<file path="src/rtl/jwrs_pkg.sv">
// ----------------------------------------------------------------------------
// jwrs_pkg: shared definitions for the rotation scheduler
// constants, codes, fsm states and divider request/response types
// ----------------------------------------------------------------------------
package jwrs_pkg;

	// device count saturation and type table
	localparam int COUNT_MAX  = 63;
	localparam int NUM_TYPES  = 5;
	localparam int CNT_W      = 6;
	localparam int TYPE_W     = 3;
	localparam int WEIGHT_MAX = 1 + 3 * COUNT_MAX;
	localparam int TOTAL_W    = $clog2(NUM_TYPES * WEIGHT_MAX + 1);

	// interval arithmetic
	localparam int BASE_W       = 17;
	localparam int JIT_W        = 7;
	localparam int PROD_W       = BASE_W + JIT_W;
	localparam int INTV_W       = 18;
	localparam int TIME_W       = 32;
	localparam int RAND_W       = 32;
	localparam int SPAN_DIVISOR = 100;
	localparam int INTERVAL_MAX = 262143;

	// shared serial divider
	localparam int DIV_W  = 32;
	localparam int DVS_W  = INTV_W;
	localparam int ITER_W = $clog2(DIV_W + 1);

	// configuration port
	localparam int ADDR_W = 4;
	localparam int DATA_W = 32;

	localparam logic [BASE_W-1:0] PERIOD_NORMAL_RST   = BASE_W'(2500);
	localparam logic [BASE_W-1:0] PERIOD_DESERTED_RST = BASE_W'(5000);
	localparam logic [BASE_W-1:0] PERIOD_CROWDED_RST  = BASE_W'(1500);
	localparam logic [JIT_W-1:0]  JITTER_RST          = JIT_W'(40);

	typedef enum logic [1:0] {
		ACT_TICK  = 2'd0,
		ACT_START = 2'd1,
		ACT_STOP  = 2'd2,
		ACT_NONE  = 2'd3
	} action_t;

	typedef enum logic [1:0] {
		TIER_DESERTED = 2'd0,
		TIER_NORMAL   = 2'd1,
		TIER_CROWDED  = 2'd2,
		TIER_DENSE    = 2'd3
	} tier_t;

	typedef enum logic [1:0] {
		REG_PERIOD_NORMAL   = 2'd0,
		REG_PERIOD_DESERTED = 2'd1,
		REG_PERIOD_CROWDED  = 2'd2,
		REG_JITTER          = 2'd3
	} reg_idx_t;

	typedef enum logic [2:0] {
		ST_IDLE,
		ST_EVAL,
		ST_PICK,
		ST_SPAN,
		ST_BOUND,
		ST_DRAW,
		ST_DONE
	} state_t;

	typedef struct packed {
		logic              start;
		logic [DIV_W-1:0]  dividend;
		logic [DVS_W-1:0]  divisor;
		logic [ITER_W-1:0] iters;
	} div_req_t;

	typedef struct packed {
		logic             done;
		logic [DIV_W-1:0] quotient;
		logic [DVS_W-1:0] remainder;
	} div_rsp_t;

endpackage

</file>
<file path="src/rtl/jittered_weighted_rotation_scheduler_unit.sv">
// ----------------------------------------------------------------------------
// jittered_weighted_rotation_scheduler_unit: beacon rotation scheduler
// weighted type choice and jittered interval draw on a shared serial divider
// ----------------------------------------------------------------------------
// flow: start, stop, idle and non-due ticks go from evaluation straight to the
//   result register; a rotating tick first runs the pick, span, bound and draw states
// handshake: no new request is taken until the last result is committed; a
//   rotation is set by three passes of the one-bit-per-cycle divider (32, 24
//   and 32 steps); a result held by the sink stalls the input
// reset: config registers load their defaults, scheduler state clears, no
//   clearing pass; the next request can be taken right after reset
// ----------------------------------------------------------------------------
module jittered_weighted_rotation_scheduler_unit import jwrs_pkg::*; (
	input  logic                clk,
	input  logic                arst_n,

	// configuration port
	input  logic                psel,
	input  logic                penable,
	input  logic                pwrite,
	input  logic [ADDR_W-1:0]   paddr,
	input  logic [DATA_W-1:0]   pwdata,
	output logic [DATA_W-1:0]   prdata,
	output logic                pready,

	// event request
	input  logic                in_valid,
	output logic                in_ready,
	input  logic [1:0]          action,
	input  logic [TIME_W-1:0]   now_ms,
	input  logic                radio_ready,
	input  logic [CNT_W-1:0]    count_type0,
	input  logic [CNT_W-1:0]    count_type1,
	input  logic [CNT_W-1:0]    count_type2,
	input  logic [CNT_W-1:0]    count_type3,
	input  logic [CNT_W-1:0]    count_type4,
	input  logic [1:0]          crowd_tier,
	input  logic [RAND_W-1:0]   random_pick,
	input  logic [RAND_W-1:0]   random_jitter,

	// result request
	output logic                out_valid,
	input  logic                out_ready,
	output logic                rotate,
	output logic                halt_beacon,
	output logic [TYPE_W-1:0]   beacon_type,
	output logic [INTV_W-1:0]   next_interval_ms,
	output logic                is_active
);

	// ------------------------------------------------------------------
	// configuration registers
	// ------------------------------------------------------------------
	logic [BASE_W-1:0] period_normal_q;
	logic [BASE_W-1:0] period_deserted_q;
	logic [BASE_W-1:0] period_crowded_q;
	logic [JIT_W-1:0]  jitter_q;
	logic              cfg_wr;
	reg_idx_t          cfg_idx;

	assign pready  = 1'b1;
	assign cfg_wr  = psel && penable && pwrite && pready;
	assign cfg_idx = reg_idx_t'(paddr[ADDR_W-1:2]);

	always_ff @(posedge clk or negedge arst_n) begin
		if (!arst_n) begin
			period_normal_q   <= PERIOD_NORMAL_RST;
			period_deserted_q <= PERIOD_DESERTED_RST;
			period_crowded_q  <= PERIOD_CROWDED_RST;
			jitter_q          <= JITTER_RST;
		end else if (cfg_wr) begin
			unique case (cfg_idx)
				REG_PERIOD_NORMAL:   period_normal_q   <= pwdata[BASE_W-1:0];
				REG_PERIOD_DESERTED: period_deserted_q <= pwdata[BASE_W-1:0];
				REG_PERIOD_CROWDED:  period_crowded_q  <= pwdata[BASE_W-1:0];
				REG_JITTER:          jitter_q          <= pwdata[JIT_W-1:0];
				default: ;
			endcase
		end
	end

	// register readback, zero extended
	always_comb begin
		unique case (cfg_idx)
			REG_PERIOD_NORMAL:   prdata = DATA_W'(period_normal_q);
			REG_PERIOD_DESERTED: prdata = DATA_W'(period_deserted_q);
			REG_PERIOD_CROWDED:  prdata = DATA_W'(period_crowded_q);
			REG_JITTER:          prdata = DATA_W'(jitter_q);
			default:             prdata = '0;
		endcase
	end

	// ------------------------------------------------------------------
	// fsm and handshake control
	// ------------------------------------------------------------------
	state_t   state_q;
	state_t   state_nxt;
	div_req_t div_req;
	div_rsp_t div_rsp;
	logic     accept;
	logic     commit;
	logic     out_valid_q;

	// ------------------------------------------------------------------
	// captured request fields (payload, no reset)
	// ------------------------------------------------------------------
	action_t           action_q;
	logic [TIME_W-1:0] now_q;
	logic              ready_q;
	logic [CNT_W-1:0]  cnt_q [NUM_TYPES];
	tier_t             tier_q;
	logic [RAND_W-1:0] rpick_q;
	logic [RAND_W-1:0] rjit_q;

	assign accept = in_valid && in_ready;

	always_ff @(posedge clk) begin
		if (accept) begin
			action_q <= action_t'(action);
			now_q    <= now_ms;
			ready_q  <= radio_ready;
			cnt_q[0] <= count_type0;
			cnt_q[1] <= count_type1;
			cnt_q[2] <= count_type2;
			cnt_q[3] <= count_type3;
			cnt_q[4] <= count_type4;
			tier_q   <= tier_t'(crowd_tier);
			rpick_q  <= random_pick;
			rjit_q   <= random_jitter;
		end
	end

	// ------------------------------------------------------------------
	// scheduler state
	// ------------------------------------------------------------------
	logic              running_q;
	logic              first_q;
	logic [TIME_W-1:0] last_q;
	logic [INTV_W-1:0] interval_q;
	logic [TYPE_W-1:0] type_q;

	// ------------------------------------------------------------------
	// roulette wheel: saturated counts, weights 1 + 3c, running sums
	// ------------------------------------------------------------------
	logic [TOTAL_W-1:0] cum [NUM_TYPES];
	logic [TOTAL_W-1:0] total;
	logic [TOTAL_W-1:0] pick_pt;
	logic [TYPE_W-1:0]  pick_type;

	always_comb begin
		logic [CNT_W-1:0]   sat;
		logic [TOTAL_W-1:0] run;
		run = '0;
		for (int i = 0; i < NUM_TYPES; i++) begin
			sat = cnt_q[i];
			if (int'(cnt_q[i]) > COUNT_MAX) begin
				sat = CNT_W'(COUNT_MAX);
			end
			run    = run + TOTAL_W'(1 + 3 * int'(sat));
			cum[i] = run;
		end
	end

	assign total   = cum[NUM_TYPES-1];
	assign pick_pt = div_rsp.remainder[TOTAL_W-1:0];

	// first type whose running sum exceeds the pick point
	always_comb begin
		pick_type = '0;
		for (int i = NUM_TYPES - 1; i >= 0; i--) begin
			if (pick_pt < cum[i]) begin
				pick_type = TYPE_W'(i);
			end
		end
	end

	// ------------------------------------------------------------------
	// event decode
	// ------------------------------------------------------------------
	logic [TIME_W-1:0] elapsed;
	logic              due;
	logic              rot_ev;
	logic              start_ev;
	logic              stop_ev;
	logic              halt_ev;

	// wrapping elapsed time since the last rotation
	assign elapsed  = now_q - last_q;
	assign due      = first_q || (elapsed >= TIME_W'(interval_q));
	assign rot_ev   = (action_q == ACT_TICK) && running_q && ready_q && due;
	assign start_ev = (action_q == ACT_START) && !running_q && ready_q;
	assign stop_ev  = (action_q == ACT_STOP) && running_q;
	// the first rotation after a start has nothing on air to stop
	assign halt_ev  = stop_ev || (rot_ev && !first_q);

	// ------------------------------------------------------------------
	// interval draw: base by tier, span = base * pct / 100, bounds
	// ------------------------------------------------------------------
	logic [BASE_W-1:0] base;
	logic [PROD_W-1:0] prod_q;
	logic [INTV_W-1:0] span;
	logic [INTV_W-1:0] lo;
	logic [INTV_W:0]   hi_full;
	logic [INTV_W-1:0] hi_sat;
	logic [INTV_W-1:0] hi;
	logic [INTV_W-1:0] rng;
	logic [INTV_W-1:0] lo_q;
	logic [TYPE_W-1:0] new_type_q;
	logic [INTV_W-1:0] new_intv_q;

	always_comb begin
		case (tier_q)
			TIER_DESERTED: base = period_deserted_q;
			TIER_NORMAL:   base = period_normal_q;
			default:       base = period_crowded_q;
		endcase
	end

	// span never exceeds 18 bits even for the largest register contents
	assign span    = div_rsp.quotient[INTV_W-1:0];
	// lo exceeds the base only for a zero base (lo is then 1), so only hi can need saturation
	assign lo      = ({1'b0, base} > span) ? (INTV_W'(base) - span) : INTV_W'(1);
	assign hi_full = (INTV_W + 1)'(base) + (INTV_W + 1)'(span);
	assign hi_sat  = (hi_full > (INTV_W + 1)'(INTERVAL_MAX)) ? INTV_W'(INTERVAL_MAX)
	                                                        : hi_full[INTV_W-1:0];
	// zero base gives hi below lo: collapse to a single value
	assign hi      = (hi_sat < lo) ? lo : hi_sat;
	assign rng     = hi - lo + INTV_W'(1);

	always_ff @(posedge clk) begin
		if (state_q == ST_EVAL) begin
			prod_q <= PROD_W'(base) * PROD_W'(jitter_q);
		end
		if (state_q == ST_PICK && div_rsp.done) begin
			new_type_q <= pick_type;
		end
		if (state_q == ST_BOUND) begin
			lo_q <= lo;
		end
		if (state_q == ST_DRAW && div_rsp.done) begin
			new_intv_q <= lo_q + div_rsp.remainder;
		end
	end

	// shared divider: pick modulo, span by 100, jitter modulo
	jwrs_serdiv u_div (
		.clk    (clk),
		.arst_n (arst_n),
		.req    (div_req),
		.rsp    (div_rsp)
	);

	// ------------------------------------------------------------------
	// fsm: next state
	// ------------------------------------------------------------------
	always_comb begin
		state_nxt = state_q;
		unique case (state_q)
			ST_IDLE:  if (in_valid) state_nxt = ST_EVAL;
			ST_EVAL:  state_nxt = rot_ev ? ST_PICK : ST_DONE;
			ST_PICK:  if (div_rsp.done) state_nxt = ST_SPAN;
			ST_SPAN:  if (div_rsp.done) state_nxt = ST_BOUND;
			ST_BOUND: state_nxt = ST_DRAW;
			ST_DRAW:  if (div_rsp.done) state_nxt = ST_DONE;
			ST_DONE:  if (!out_valid_q || out_ready) state_nxt = ST_IDLE;
			default:  state_nxt = ST_IDLE;
		endcase
	end

	// ------------------------------------------------------------------
	// fsm: outputs
	// ------------------------------------------------------------------
	always_comb begin
		in_ready = 1'b0;
		commit   = 1'b0;
		div_req  = '0;
		unique case (state_q)
			ST_IDLE: in_ready = 1'b1;
			ST_EVAL: begin
				if (rot_ev) begin
					div_req.start    = 1'b1;
					div_req.dividend = DIV_W'(rpick_q);
					div_req.divisor  = DVS_W'(total);
					div_req.iters    = ITER_W'(DIV_W);
				end
			end
			ST_PICK: begin
				if (div_rsp.done) begin
					div_req.start    = 1'b1;
					div_req.dividend = {prod_q, {(DIV_W - PROD_W){1'b0}}};
					div_req.divisor  = DVS_W'(SPAN_DIVISOR);
					div_req.iters    = ITER_W'(PROD_W);
				end
			end
			ST_BOUND: begin
				div_req.start    = 1'b1;
				div_req.dividend = DIV_W'(rjit_q);
				div_req.divisor  = rng;
				div_req.iters    = ITER_W'(DIV_W);
			end
			ST_DONE: commit = !out_valid_q || out_ready;
			default: ;
		endcase
	end

	always_ff @(posedge clk or negedge arst_n) begin
		if (!arst_n) begin
			state_q <= ST_IDLE;
		end else begin
			state_q <= state_nxt;
		end
	end

	// ------------------------------------------------------------------
	// commit: update scheduler state and load the result register
	// ------------------------------------------------------------------
	logic              nxt_running;
	logic              nxt_first;
	logic [INTV_W-1:0] nxt_interval;
	logic [TYPE_W-1:0] nxt_type;

	always_comb begin
		nxt_running  = running_q;
		nxt_first    = first_q;
		nxt_interval = interval_q;
		nxt_type     = type_q;
		if (start_ev) begin
			nxt_running  = 1'b1;
			nxt_first    = 1'b1;
			nxt_interval = '0;
			nxt_type     = '0;
		end else if (stop_ev) begin
			nxt_running = 1'b0;
		end else if (rot_ev) begin
			nxt_first    = 1'b0;
			nxt_interval = new_intv_q;
			nxt_type     = new_type_q;
		end
	end

	always_ff @(posedge clk or negedge arst_n) begin
		if (!arst_n) begin
			running_q  <= 1'b0;
			first_q    <= 1'b0;
			last_q     <= '0;
			interval_q <= '0;
			type_q     <= '0;
		end else if (commit) begin
			running_q  <= nxt_running;
			first_q    <= nxt_first;
			interval_q <= nxt_interval;
			type_q     <= nxt_type;
			if (rot_ev) begin
				last_q <= now_q;
			end
		end
	end

	// result register parts the two sides
	always_ff @(posedge clk or negedge arst_n) begin
		if (!arst_n) begin
			out_valid_q <= 1'b0;
		end else if (commit) begin
			out_valid_q <= 1'b1;
		end else if (out_ready) begin
			out_valid_q <= 1'b0;
		end
	end

	always_ff @(posedge clk) begin
		if (commit) begin
			rotate           <= rot_ev;
			halt_beacon      <= halt_ev;
			beacon_type      <= nxt_type;
			next_interval_ms <= nxt_interval;
			is_active        <= nxt_running;
		end
	end

	assign out_valid = out_valid_q;

	// ------------------------------------------------------------------
	// assertions
	// ------------------------------------------------------------------
	a_accept_to_eval: assert property (@(posedge clk) disable iff (!arst_n)
		accept |=> (state_q == ST_EVAL))
		else $error("accepted request did not enter evaluation");

	a_div_done_state: assert property (@(posedge clk) disable iff (!arst_n)
		div_rsp.done |-> (state_q == ST_PICK || state_q == ST_SPAN || state_q == ST_DRAW))
		else $error("divider finished outside a divide state");

	a_rotate_active: assert property (@(posedge clk) disable iff (!arst_n)
		(out_valid && rotate) |-> (is_active && next_interval_ms != '0))
		else $error("rotation reported without activity or interval");

	a_halt_stop: assert property (@(posedge clk) disable iff (!arst_n)
		(out_valid && halt_beacon && !rotate) |-> !is_active)
		else $error("halt without rotation left the scheduler active");

endmodule

</file>
<file path="src/rtl/jwrs_serdiv.sv">
// ----------------------------------------------------------------------------
// jwrs_serdiv: bit-serial restoring divider
// one quotient bit per cycle, dividend left aligned, iteration count per request
// ----------------------------------------------------------------------------
module jwrs_serdiv import jwrs_pkg::*; (
	input  logic     clk,
	input  logic     arst_n,
	input  div_req_t req,
	output div_rsp_t rsp
);

	logic              busy_q;
	logic              done_q;
	logic [ITER_W-1:0] cnt_q;
	logic [DVS_W-1:0]  rem_q;
	logic [DIV_W-1:0]  dvd_q;
	logic [DVS_W-1:0]  dvs_q;

	logic [DVS_W:0]   trial;
	logic [DVS_W:0]   diff;
	logic             ge;
	logic [DVS_W-1:0] rem_nxt;

	// shift next dividend bit into the partial remainder
	assign trial   = {rem_q, dvd_q[DIV_W-1]};
	assign ge      = trial >= {1'b0, dvs_q};
	assign diff    = trial - {1'b0, dvs_q};
	assign rem_nxt = ge ? diff[DVS_W-1:0] : trial[DVS_W-1:0];

	always_ff @(posedge clk or negedge arst_n) begin
		if (!arst_n) begin
			busy_q <= 1'b0;
			done_q <= 1'b0;
			cnt_q  <= '0;
		end else begin
			done_q <= 1'b0;
			if (req.start) begin
				busy_q <= 1'b1;
				cnt_q  <= req.iters;
			end else if (busy_q) begin
				cnt_q <= cnt_q - ITER_W'(1);
				if (cnt_q == ITER_W'(1)) begin
					busy_q <= 1'b0;
					done_q <= 1'b1;
				end
			end
		end
	end

	always_ff @(posedge clk) begin
		if (req.start) begin
			rem_q <= '0;
			dvd_q <= req.dividend;
			dvs_q <= req.divisor;
		end else if (busy_q) begin
			rem_q <= rem_nxt;
			dvd_q <= {dvd_q[DIV_W-2:0], ge};
		end
	end

	assign rsp.done      = done_q;
	assign rsp.quotient  = dvd_q;
	assign rsp.remainder = rem_q;

endmodule
</file>
<file path="config.mk">
export PLATFORM = sky130hd
export DESIGN_NAME = jittered_weighted_rotation_scheduler_unit
export DESIGN_NICKNAME = d
export VERILOG_FILES = /design/src/rtl/jwrs_pkg.sv /design/src/rtl/jittered_weighted_rotation_scheduler_unit.sv /design/src/rtl/jwrs_serdiv.sv
export SDC_FILE = /design/constraint.sdc
export NUM_CORES = 1
export LEC_CHECK = 0
export BUFFER_PORTS_ARGS = -buffer_cell sky130_fd_sc_hd__buf_2
export CAP_MARGIN = 20
export CORE_AREA = 2 2 215 269
export CTS_CLUSTER_DIAMETER = 150
export DETAILED_ROUTE_END_ITERATION = 8
export DIE_AREA = 0 0 217 271
export PLACE_DENSITY = 0.71
export REMOVE_ABC_BUFFERS = 1
export SETUP_SLACK_MARGIN = 0.15
export SLEW_MARGIN = 20
export SYNTH_ARGS = -nofsm -noshare
export SYNTH_HDL_FRONTEND = slang
export SYNTH_SLANG_ARGS = --single-unit
</file>
<file path="constraint.sdc">
create_clock -name clk -period 25.5 [get_ports clk]
set_input_delay 3.825 -clock clk [delete_from_list [all_inputs] [get_ports clk]]
set_output_delay 3.825 -clock clk [all_outputs]
set_load 0.02 [all_outputs]
</file>
# Word level (Yosys, flattened, before mapping)
# Memory sizes are Yosys's and may differ from the RTL's.
# Index checks and enable logic that the tools add are counted.
[totals]
reg_bits = 381
ram_bits = 30
inputBits = 174
output_inout_bits = 59
wordCells = 168
n_memories = 1
[classes]
add_sub_neg = 17
multipliers = 6
order_cmp = 10
eq_ne = 19
mux = 47
n_reduce_logical = 34
[memory_table]
columns = ["name", "depth", "word_bits", "rd", "rd_clocked_by_memory_dff", "write_ports", "line", "source"]
rows = [
  ["cnt_q", 5, 6, 5, 0, 5, "jittered_weighted_rotation_scheduler_unit.sv:110", "logic [CNT_W-1:0] cnt_q [NUM_TYPES];"],
]
[op_table]
columns = ["op", "count"]
rows = [
  ["57-bit case mux with 3 select lines", 1],
  ["32-bit case mux with 4 select lines", 1],
  ["18-bit 2-to-1 mux", 7],
  ["57-bit 2-to-1 mux", 2],
  ["32-bit 2-to-1 mux", 2],
  ["1-bit by 8-bit adder with 9-bit output, first input constant", 5],
  ["10-bit < comparator", 4],
  ["2-bit by 6-bit multiplier with 8-bit output, first input constant", 5],
  ["18-bit subtractor", 2],
  ["17-bit case mux with 2 select lines", 1],
  ["32-bit by 18-bit greater-or-equal comparator with 1-bit output", 1],
  ["32-bit subtractor", 1],
  ["10-bit by 9-bit adder with 10-bit output", 3],
  ["3-bit 2-to-1 mux", 10],
  ["17-bit by 7-bit multiplier with 24-bit output", 1],
  ["3-bit case mux with 7 select lines", 1],
  ["17-bit by 18-bit adder with 19-bit output", 1],
  ["19-bit by 18-bit greater-or-equal comparator with 1-bit output", 1],
  ["19-bit by 18-bit greater-than comparator with 1-bit output, second input constant", 1],
  ["18-bit by 1-bit adder with 18-bit output, second input constant", 1],
  ["18-bit adder", 1],
  ["17-bit by 18-bit greater-than comparator with 1-bit output", 1],
  ["18-bit < comparator", 1],
  ["1-bit 2-to-1 mux", 18],
  ["other kinds (25)", 61],
]

# Longest topological paths before layout
# Gate-level depths: netlist (run 1).
# An unclocked memory read counts as a cell.
[depth]
word_depth = 12
ltp_mapped = 46
ltp_nobuf = 42

# Cells and area by module
# From an unflattened synthesis (run 1), not the netlist that was laid out.
[unflattened]
cells_unflattened = 2878
area_unflattened_um2 = 30012.5
[by_module_without_submodules]
columns = ["module", "n_inst", "cells_per_inst", "area_per_inst_um2", "seq_area_each_um2"]
rows = [
  ["jittered_weighted_rotation_scheduler_unit", 1, 2520, 25878.6, 9497.9],
  ["jwrs_serdiv", 1, 358, 4134.0, 2062.0],
]

# Least setup slack after synthesis (run 1)
# No wires, ideal clock.
[synth_path]
path_kind = "input -> output"
startpoint = "in paddr[2]"
endpoint = "out prdata[10]"
t_arrival_ns = 5.385
t_required_ns = 21.675
path_slack_ns = 16.290
path_stages = 4
n_path_buf = 2
cell_sequence = "buf_1 clkbuf_1 mux2i_1 o21ai_0"
[synth_via]
elab_chain_cells = 2
word_cells_on_any_way = 5
cone_classes = "eq/ne: 3; mux: 1; reduce/logical: 1"
[synth_rtl]
columns = ["item", "line", "source"]
rows = [
  ["start, declared", "jittered_weighted_rotation_scheduler_unit.sv:21", "input logic [ADDR_W-1:0] paddr,"],
  ["2-bit == test, or another cell as far along", "jittered_weighted_rotation_scheduler_unit.sv:84", "unique case (cfg_idx)"],
  ["32-bit case mux with 4 select lines *", "jittered_weighted_rotation_scheduler_unit.sv:84", ""],
  ["end, declared", "jittered_weighted_rotation_scheduler_unit.sv:23", "output logic [DATA_W-1:0] prdata,"],
]
# Every way passes the cells marked *; elsewhere a longest branch is shown, timed or not. The select of a mux whose other input is x is not followed.

==> impl_metrics.json, run 1 <==
{
  "wl_um": 70200,
  "hold_buffers": 0,
  "whs_path_depth": 1,
  "cp_slowest_cell": "o21ai_1",
  "ant_nets": 0,
  "fin_worst_skew_ps": 21.1,
  "port_buffers": 199,
  "rsz0062_at_grt": "no",
  "hpwl_um": 53200,
  "async_reset_ff_share_pct": 30.4,
  "grtUsageTotal_pct": 24.1,
  "finalSetupViolations": 0,
  "power_frac_clock_pct": 15.8,
  "syn-instance-count": 2854,
  "synth_common_cells": "inv_1, ha_1, edfxtp_1",
  "cpPeakStageDelay_ps": 920,
  "dpl_cell_area_um2": 31300,
  "clk_latency_ps": 590,
  "p_seq_share_pct": 24.4,
  "powerDensity_nw_per_um2": 125,
  "reg2regPathDepth": 39,
  "grt_pass1_wl_um": 114000,
  "die-height_um": 271,
  "critical_path_required_ps": 25850,
  "htreeDepth": 2,
  "vias": 21700,
  "ctsResizeCount": 0,
  "postLayoutCellArea_um2": 32700,
  "ys_ff_latch": 411,
  "gp_congestion": 0.897,
  "cts_sinks": 411,
  "synth.avg_cell_area_um2": 10.3,
  "ys_warn_count": 0,
  "start_util_pct": 52.7,
  "grt_pass1_vias": 22600,
  "synth_area_um2": 29500,
  "grt_max_degree": 76,
  "layout-drive-gt1-share_pct": 15.0,
  "fmax_mhz": 103,
  "fin_nets": 3613,
  "ys_seq_area_share_pct": 39.2,
  "die_area_um2": 58800,
  "drt_pass1_iterations": 6,
  "pwr-share-comb_pct": 59.8,
  "n_antenna_cell": 0,
  "cts_max_path_buffers": 3,
  "rrSetupSlack_ps": 15830,
  "core-area_um2": 56100,
  "p_int_mw": 2.34,
  "vias_per_cell": 5.69,
  "multi_input_area_um2": 16200,
  "hold_violations": 0,
  "antenna_found_initial": 0,
  "synth_edf_count": 268,
  "status": "finished, final reports clean",
  "fillers": 4820,
  "yosysTopAreaCell": "edfxtp_1",
  "row_count": 97,
  "final-seq-area_um2": 11600,
  "root_buffer": "clkbuf_16",
  "numCtsBuffers": 44,
  "ios": 233,
  "ys_top_cells_by_area": "edfxtp_1, ha_1, dfrtp_1",
  "synth.distinct_cells": 80,
  "post-synth-top-count-cell": "inv_1",
  "worstMarginPinSlew_ps": 1190,
  "maxSlewHeadroom_pct": 20.4,
  "swShare_pct": 42.6,
  "cp-end-kind": "flop",
  "setup_ws_ps": 15830,
  "dp_slack_ps": 15590,
  "peakVddDrop_uv": 93.0,
  "cap_violations": 0,
  "critPathLaunchType": "flop",
  "worstPathMaxFanout": 27,
  "hold_class": "flop to flop",
  "route.detailed.drc": 0,
  "wl_per_cell_um": 18.4,
  "switchingPower_mw": 1.74,
  "area_delta_synth_final_pct": 10.8,
  "fin_crit_sh_pct": 37.9,
  "clk_transition_reported_paths_ps": 60,
  "drv_slew": 0,
  "p_leak_nw": 14.9,
  "cts_tree": "built",
  "die_x_um": 217,
  "grt-ovfl-total": 0,
  "synth_top_area_share_pct": 27.3,
  "setup-tns-final_ps": 0,
  "arrival_ps": 10020,
  "postCtsSetupRepairBufs": 0,
  "dr.first_iter.drc_count": 1124,
  "crit_type": "flop to flop",
  "synth_flop_cell": "edfxtp_1",
  "period_needed_ps": 9670
}
-- final timing paths --
| path | start | endpoint |
|---|---|---|
| min in group asynchronous | arst_n | jitter_q[2] |
| hold reg to reg | last_q[23] | last_q[23] |
| max in group asynchronous | arst_n | out_valid |
| setup / recovery | tier_q[1] | u_div.dvs_q[17] |
| setup reg to reg | tier_q[1] | u_div.dvs_q[17] |
| hold / removal | last_q[23] | last_q[23] |
-- area by class of cell --
class                      count  share of cell area, %
inverter                     347                   3.98
tap                          742                   2.84
clock inverter                25                  0.841
sequential                   411                   35.3
timing repair buffer         231                   3.82
clock buffer                  55                   3.52
multi-input combinational   2002                   49.7
-- through the flow --
stage / total power [mW] / util, % / hold WS (ps) / cells
6_report: 4.08 / 58.3 / 506 / 3813
3_5_place_dp: 3.44 / 55.8 / 493 / 3732
2_1_floorplan: 2.88 / - / 474 / 2760
5_1_grt: 4.47 / 58.3 / 519 / 3813
3_3_place_gp: 3.35 / 55.8 / 486 / 3732
4_1_cts: 4.11 / 58.3 / 506 / 3812
-- cells by family after synthesis --
family                     count (synthesis)  synth area share, %
muxes                                    165                 6.32
buffers and inverters                    455                 6.12
other                                      2               0.0254
DFF                                      411                 39.2
xor gates and xnor gates                 136                 4.03
adders and majority gates                402                 19.7
and+or+nand+nor                          663                 10.6
AOI/OAI and AO/OA                        620                 14.1
-- layer usage --
| metal | global-route usage, % | part of all wire, % |
|---|---|---|
| met2 | 45.9 | 54 |
| met3 | 3.31 | 4.0 |
| met4 | 8.87 | 3.4 |
| met5 | 0 | 0 |
| met1 | 27.0 | 39 |
-- flip-flops by register name, summed over array words and instances (netlist names), 6 cells and up --
signal / cells
cnt_q: 30
interval_q: 18
jitter_q: 7
last_q: 32
lo_q: 18
new_intv_q: 18
next_interval_ms: 18
now_q: 32
period_crowded_q: 17
period_deserted_q: 17
period_normal_q: 17
prod_q: 24
rjit_q: 32
rpick_q: 32
u_div.cnt_q: 6
u_div.dvd_q: 32
u_div.dvs_q: 18
u_div.rem_q: 18
-- layout by cell type, fill, tap and decap left out, types with 30 or more instances in the layout --
| cell | synthesis | layout |
|---|---|---|
| inv_1 | 346 | 345 |
| ha_1 | 297 | 297 |
| edfxtp_1 | 268 | 268 |
| nand2_1 | 247 | 247 |
| buf_2 | 13 | 198 |
| nor2_1 | 147 | 146 |
| a21oi_1 | 132 | 132 |
| o21ai_0 | 123 | 123 |
| dfrtp_1 | 106 | 106 |
| fa_1 | 105 | 105 |
| xnor2_1 | 103 | 103 |
| mux2_2 | 102 | 102 |
| mux2i_1 | 56 | 56 |
| a21o_1 | 55 | 55 |
| nor3_1 | 52 | 51 |
| clkbuf_16 | 0 | 44 |
| and2_1 | 43 | 42 |
| nor2b_1 | 33 | 33 |
| xor2_1 | 33 | 33 |
| o21a_1 | 31 | 31 |
| buf_4 | 18 | 31 |
| o21bai_1 | 30 | 30 |
-- worst max-delay path: cells and delay by family (launching register included) --
kind            cells  cell delay (ps)
flops               1              650
simple gates       12             1700
xor+xnor            2              260
buf+inv             4              610
compound gates     16             4700
fa+ha+maj           5             1500
-- power by group through the flow --
stage	Sequential, mW	Clock (mW)	Combinational (mW)
after global placement	0.999	0	2.36
final	0.994	0.646	2.44
after global routing	1.01	0.686	2.78
after CTS	0.993	0.661	2.45
after floorplan	0.954	0	1.93
after detailed placement	1.01	0	2.43
Note: power is estimated with default switching activity, not from simulation.
==> run 2: changes to the inputs <==
ABC_AREA = 1   (was unset)
CORE_AREA = 2 2 218 273   (was 2 2 215 269)
DIE_AREA = 0 0 220 275   (was 0 0 217 271)
PLACE_DENSITY = 0.74   (was 0.71)
clock period = 8.1 ns   (was 25.5 ns; I/O delays follow)
==> run 2 against run 1 <==
  * Register-to-register slack worse by 15000 ps
  * Global-route usage up 0.81 points
  * Maximum frequency is 28% higher
  * Die area up 2.9%
  * Largest cell class unchanged
  * Via count grew 12%
  * Sequential share of layout area down 1.1 points
  * Core utilization about the same
  * Routed wire length rose by 6.3%
  * Critical endpoint is now new_type_q[2]
  * Highest routed layer unchanged
  * Total power up 65%
  * Design area rose by 3.3%
  * Critical path depth fell by 10
==> impl_metrics.json, run 2 <==
{
  "powerDensity_nw_per_um2": 200,
  "synth.distinct_cells": 59,
  "ant_nets": 0,
  "synth_top_family_by_area": "adder cells",
  "dr.first_iter.drc_count": 1349,
  "n_antenna_cell": 0,
  "yosysTopAreaCell": "edfxtp_1",
  "vias": 24400,
  "stdcell_count": 4631,
  "crit_top_cell": "fa_1",
  "power_frac_clock_pct": 33.0,
  "hold_class": "flop to flop",
  "layout-drive-gt1-share_pct": 9.65,
  "finalSetupViolations": 0,
  "dp_slack_ps": 369,
  "synth_compound_gate_area_share_pct": 12.0,
  "swShare_pct": 33.4,
  "root_buffer": "clkbuf_16",
  "grt_pass1_wl_um": 120000,
  "crit_type": "flop to flop",
  "cap_violations": 0,
  "most-common-layout-cells": "nand2_1, inv_1, ha_1",
  "critical-path-top-delay-family": "adder cells",
  "cp.depth": 29,
  "fillers": 5204,
  "hold_buffers": 0,
  "gp_congestion": 0.939,
  "synth_xor_area_share_pct": 3.57,
  "port_buffers": 199,
  "period_needed_ps": 7570,
  "pwr-share-comb_pct": 30.9,
  "htreeDepth": 2,
  "cp_slowest_cell": "fa_1",
  "fmax_mhz": 132,
  "clk_latency_ps": 590,
  "fin_nets": 4413,
  "ys_warn_count": 0,
  "grt_max_degree": 131,
  "wl_per_cell_um": 16.1,
  "row_count": 99,
  "peakVddDrop_uv": 205,
  "maxSlewHeadroom_pct": 29.9,
  "hold_violations": 0,
  "route.detailed.drc": 0,
  "antenna_found_initial": 0,
  "grtUsageTotal_pct": 24.9,
  "cts_tree": "built",
  "route.met3.wl_um": 2890,
  "vias_per_cell": 5.27,
  "drv_slew": 0,
  "switchingPower_mw": 2.26,
  "rsz0062_at_grt": "no",
  "critical_path_required_ps": 8530,
  "numCtsBuffers": 46,
  "fin_util_pct": 58.3,
  "p_int_mw": 4.49,
  "wl_met2_um": 38900,
  "grt-ovfl-total": 0,
  "muxShareOfSynthArea_pct": 0,
  "layout_commonest_cell": "nand2_1",
  "whs_ps": 485,
  "cp-end-kind": "flop",
  "post-synth-top-count-cell": "nand2_1",
  "wl_um": 74600,
  "async_reset_ff_share_pct": 30.4,
  "whs_path_depth": 2,
  "drt_pass1_iterations": 5,
  "fin_worst_skew_ps": 27.9,
  "start_util_pct": 52.4,
  "ys_ff_latch": 411,
  "core-area_um2": 58000,
  "cts_sinks": 411,
  "die_area_um2": 60500,
  "die-height_um": 275,
  "worst-path-buf-inv": 5,
  "cpPeakStageDelay_ps": 550,
  "synth_common_cells": "nand2_1, inv_1, ha_1",
  "synth_top_area_share_pct": 26.5,
  "setup-tns-final_ps": 0,
  "ys_seq_area_share_pct": 38.0,
  "placed_cells": 4539,
  "setup_ws_ps": 529,
  "die_x_um": 220,
  "cts_max_path_buffers": 3,
  "hpwl_um": 56500,
  "synth_area_um2": 30400,
  "p_seq_share_pct": 36.1,
  "synth.avg_cell_area_um2": 8.35,
  "synth_flop_cell": "edfxtp_1",
  "ios": 233,
  "synth_edf_count": 268,
  "top_layer": "met4",
  "arrival_ps": 8000,
  "worstPathMaxFanout": 6,
  "syn-instance-count": 3640,
  "reg2regPathDepth": 29,
  "grt_pass1_vias": 24500,
  "synth-simple-area-share_pct": 17.7,
  "ys_top_cells_by_area": "edfxtp_1, ha_1, nand2_1",
  "area_delta_synth_final_pct": 11.3,
  "synthAdderAreaFrac_pct": 19.1,
  "status": "finished, final reports clean",
  "worstMarginPinSlew_ps": 1050,
  "fin_crit_sh_pct": 93.5,
  "critPathLaunchType": "flop",
  "p_leak_nw": 16.7,
  "clk_transition_reported_paths_ps": 60,
  "wl_met1_um": 29700
}
==> run 2: final timing paths <==
kind                                            start                     to  slack (ps)
worst max-delay path                      cnt_q[0][0]          new_type_q[2]         530
worst min-delay path            period_deserted_q[14]  period_deserted_q[14]         490
worst max register to register            cnt_q[0][0]          new_type_q[2]         530
worst min register to register  period_deserted_q[14]  period_deserted_q[14]         490
max in group asynchronous                      arst_n     period_normal_q[9]        6120
min in group asynchronous                      arst_n              type_q[2]         620
==> run 2: cell type report <==
class	instances	area (um^2)	share of cell area (%)
flip-flops and latches	411	11600	34.2
inverters	635	2390	7.06
multi-input cells	2511	16000	47.4
well taps	757	947	2.80
clock buffers	68	1370	4.05
repair buffers	232	1280	3.79
clock inverters	17	231	0.685
==> run 2: repair_timing <==
| item | CTS | global route |
|---|---|---|
| resized for setup | 0 | 9 |
| setup buffers | 0 | 6 |
| setup endpoints to repair | 0 | 4 |
==> run 2: per-stage QoR <==
step           area, um^2  power (mW)
6_report            33800        6.75
5_1_grt             33800        7.17
4_1_cts             33700        6.78
3_5_place_dp        32100        4.53
3_3_place_gp        32100        4.50
2_1_floorplan       29900        3.95
==> run 2: worst reg2reg max path: cells and delay by family (launching register included) <==
family / cells / cell delay (ps)
flip-flops: 1 / 510
buffers and inverters: 5 / 380
adder cells (fa/ha/maj): 10 / 4450
AO/OA/AOI/OAI: 8 / 1060
XOR/XNOR: 3 / 730
AND/OR/NAND/NOR: 3 / 290
==> run 2: layer usage <==
metal  vias up  track usage, %
li1      12200               -
met1     11400            28.3
met2       566            46.9
met3       163            2.80
met4         0            10.4
met5         -               0
==> run 2: cell families after synthesis <==
group | count (synthesis)
AO/OA/AOI/OAI | 655
XOR/XNOR | 124
adder cells (fa/ha/maj) | 402
buffers and inverters | 732
flip-flops | 411
other | 2
AND/OR/NAND/NOR | 1314
==> run 2: power groups by stage <==
stage | clock [mW] | sequential (mW) | combinational [mW]
2_1_floorplan | 0 | 2.45 | 1.50
3_3_place_gp | 0 | 2.47 | 2.03
3_5_place_dp | 0 | 2.47 | 2.05
4_1_cts | 2.27 | 2.43 | 2.08
5_1_grt | 2.34 | 2.44 | 2.38
6_report | 2.23 | 2.44 | 2.09
==> run 3: changes to the inputs <==
CORE_AREA = 4 4 223 279   (was 2 2 218 273)
DIE_AREA = 0 0 227 283   (was 0 0 220 275)
RECOVER_POWER = 50   (was unset)
SYNTH_HIERARCHICAL = 1   (was unset)
==> run 3 against run 2 <==
  * The flow now finishes with violations (capacitance limit, slew limit)
  * Clock skew grew 5.5 ps
  * Via count up 4.7%
  * Core utilization about the same
  * Sequential share of layout area shrank 0.86 points
  * Non-clock buffer count rose by 16
  * Critical path type unchanged
  * Register-to-register slack improved by 120 ps
  * Design area up 2.6%
  * Final cell count rose by 5.6%
  * Die area up 6.2%
  * Global-route usage decreased by 1.0 points
==> impl_metrics.json, run 3 <==
{
  "status": "finished with violations",
  "violations": "capacitance limit, slew limit",
  "gp_congestion": 0.959,
  "cp-end-kind": "flop",
  "die_area_um2": 64200,
  "dpl_cell_area_um2": 33200,
  "ys_ff_latch": 411,
  "dr.first_iter.drc_count": 1544,
  "root_buffer": "clkbuf_16",
  "grtUsageTotal_pct": 23.9,
  "worstPathMaxFanout": 6,
  "fin_crit_sh_pct": 91.9,
  "setup-tns-final_ps": 0,
  "layout-drive-gt1-share_pct": 9.21,
  "hold_violations": 0,
  "fin_util_pct": 58.4,
  "yosysTopAreaCell": "edfxtp_1",
  "maxSlewHeadroom_pct": -137,
  "wl_um": 77300,
  "worstMarginPinSlew_ps": 3550,
  "grt_max_degree": 72,
  "vias": 25500,
  "cpPeakStageDelay_ps": 560,
  "layout_commonest_cell": "nand2_1",
  "rsz0062_at_grt": "no",
  "ys_top_cells_by_area": "edfxtp_1, nand2_1, ha_1",
  "ys_seq_area_share_pct": 36.9,
  "ant_nets": 0,
  "fillers": 5356,
  "crit_path_start": "cnt_q[0][0]",
  "drv_slew": 315,
  "grt_pass1_wl_um": 125000,
  "synth_common_cells": "nand2_1, inv_1, ha_1",
  "drt_pass1_iterations": 6,
  "ys_warn_count": 6,
  "async_reset_ff_share_pct": 30.4,
  "vias_per_cell": 5.22,
  "hold_buffers": 0,
  "grt-ovfl-total": 0,
  "core-area_um2": 59400,
  "row_count": 100,
  "hpwl_um": 59300,
  "finalSetupViolations": 0,
  "arrival_ps": 7860,
  "port_buffers": 199,
  "cap_violations": 6,
  "ios": 233,
  "crit_type": "flop to flop",
  "most-common-layout-cells": "nand2_1, inv_1, ha_1",
  "cts_sinks": 411,
  "period_needed_ps": 7450,
  "clk_latency_ps": 590,
  "synth_top_area_share_pct": 25.7,
  "antenna_found_initial": 0,
  "route.detailed.drc": 0,
  "synth.distinct_cells": 62,
  "r2r-start": "cnt_q[0][0]",
  "hold_start": "period_normal_q[15]",
  "die-height_um": 283,
  "die_x_um": 227,
  "critical_path_required_ps": 8520,
  "fmax_mhz": 134,
  "final-seq-area_um2": 11600,
  "fin_nets": 4663,
  "synth_area_um2": 31300,
  "fin_worst_skew_ps": 33.4,
  "hold_class": "flop to flop",
  "numCtsBuffers": 46,
  "synth_edf_count": 268,
  "htreeDepth": 2,
  "synth.avg_cell_area_um2": 8.08,
  "n_antenna_cell": 0,
  "syn-instance-count": 3878,
  "cts_tree": "built",
  "synth_flop_cell": "edfxtp_1",
  "multi_input_area_um2": 16700,
  "area_delta_synth_final_pct": 10.6,
  "critPathLaunchType": "flop",
  "clk_transition_reported_paths_ps": 60,
  "cts_max_path_buffers": 3,
  "cp_slowest_cell": "fa_1",
  "postLayoutCellArea_um2": 34700,
  "grt_pass1_vias": 25500,
  "crit_top_cell": "inv_1",
  "post-synth-top-count-cell": "nand2_1",
  "start_util_pct": 52.7,
  "wl_per_cell_um": 15.8
}
[run 3: cell types whose count changed in the layout (fill, tap and decap cells not counted), sizes merged, moves of 11 or more]
cell    before   now
nand2      874  1088
a22oi       25    14
clkinv       7    18
inv        639   687
nand3      140   164
nand3b       5    19
nor2       219   240
o21ai      245   211
clkbuf      68    86
a21oi      268   234
[run 3: final timing paths]
path,endpoint,slack (ps),cells past startpoint
worst max register to register,new_type_q[2],650,35
worst min-delay path,period_normal_q[15],490,2
worst max-delay path,new_type_q[2],650,35
max in group asynchronous,type_q[1],3270,2
min in group asynchronous,period_normal_q[5],1730,1
worst min register to register,period_normal_q[15],490,2
[run 3: final cells by class]
| type | count | share of cell area [%] |
|---|---|---|
| multi-input cells | 2691 | 48.3 |
| inverters | 689 | 7.46 |
| well taps | 765 | 2.76 |
| repair buffers | 248 | 3.81 |
| clock inverters | 23 | 0.736 |
| flip-flops and latches | 411 | 33.3 |
| clock buffers | 62 | 3.64 |
[run 3: metrics by stage]
step	hold slack [ps]	setup WS (ps)	cells
after floorplan	453	-2730	3791
after global placement	467	692	4801
after detailed placement	474	551	4801
after CTS	488	511	4886
after global routing	511	85.2	4889
final	487	653	4889
[run 3: what timing repair did]
action | 4_1_cts | 5_1_grt
buffers inserted | 0 | 3
gates resized for setup | 0 | 11
endpoints found under the setup margin | 0 | 4
[run 3: worst max-delay path: cells and delay by family, from the launching register on]
| kind | cells | cell delay, ps |
|---|---|---|
| adder cells (fa/ha/maj) | 10 | 4150 |
| AO/OA/AOI/OAI | 6 | 860 |
| XOR/XNOR | 4 | 700 |
| AND/OR/NAND/NOR | 8 | 690 |
| flip-flops | 1 | 490 |
| buffers and inverters | 7 | 390 |
[run 3: cell families after synthesis]
family,after synthesis,synth area share [%]
AND/OR/NAND/NOR,1583,20.7
buffers and inverters,793,10.1
AO/OA/AOI/OAI,564,10.2
flip-flops,411,36.9
adder cells (fa/ha/maj),402,18.6
XOR/XNOR,123,3.44
other,2,0.0240
[run 3: metal layers]
layer	GRT usage, %	vias up	part of all wire (%)
li1	-	12800	-
met1	28.0	11900	40
met2	43.9	613	51
met3	3.18	177	4.4
met4	9.44	0	4.3
met5	0	-	0
Power of run 3 is not shown: default switching activity piles up to over one toggle a cycle in this logic, so the estimate is an artifact.
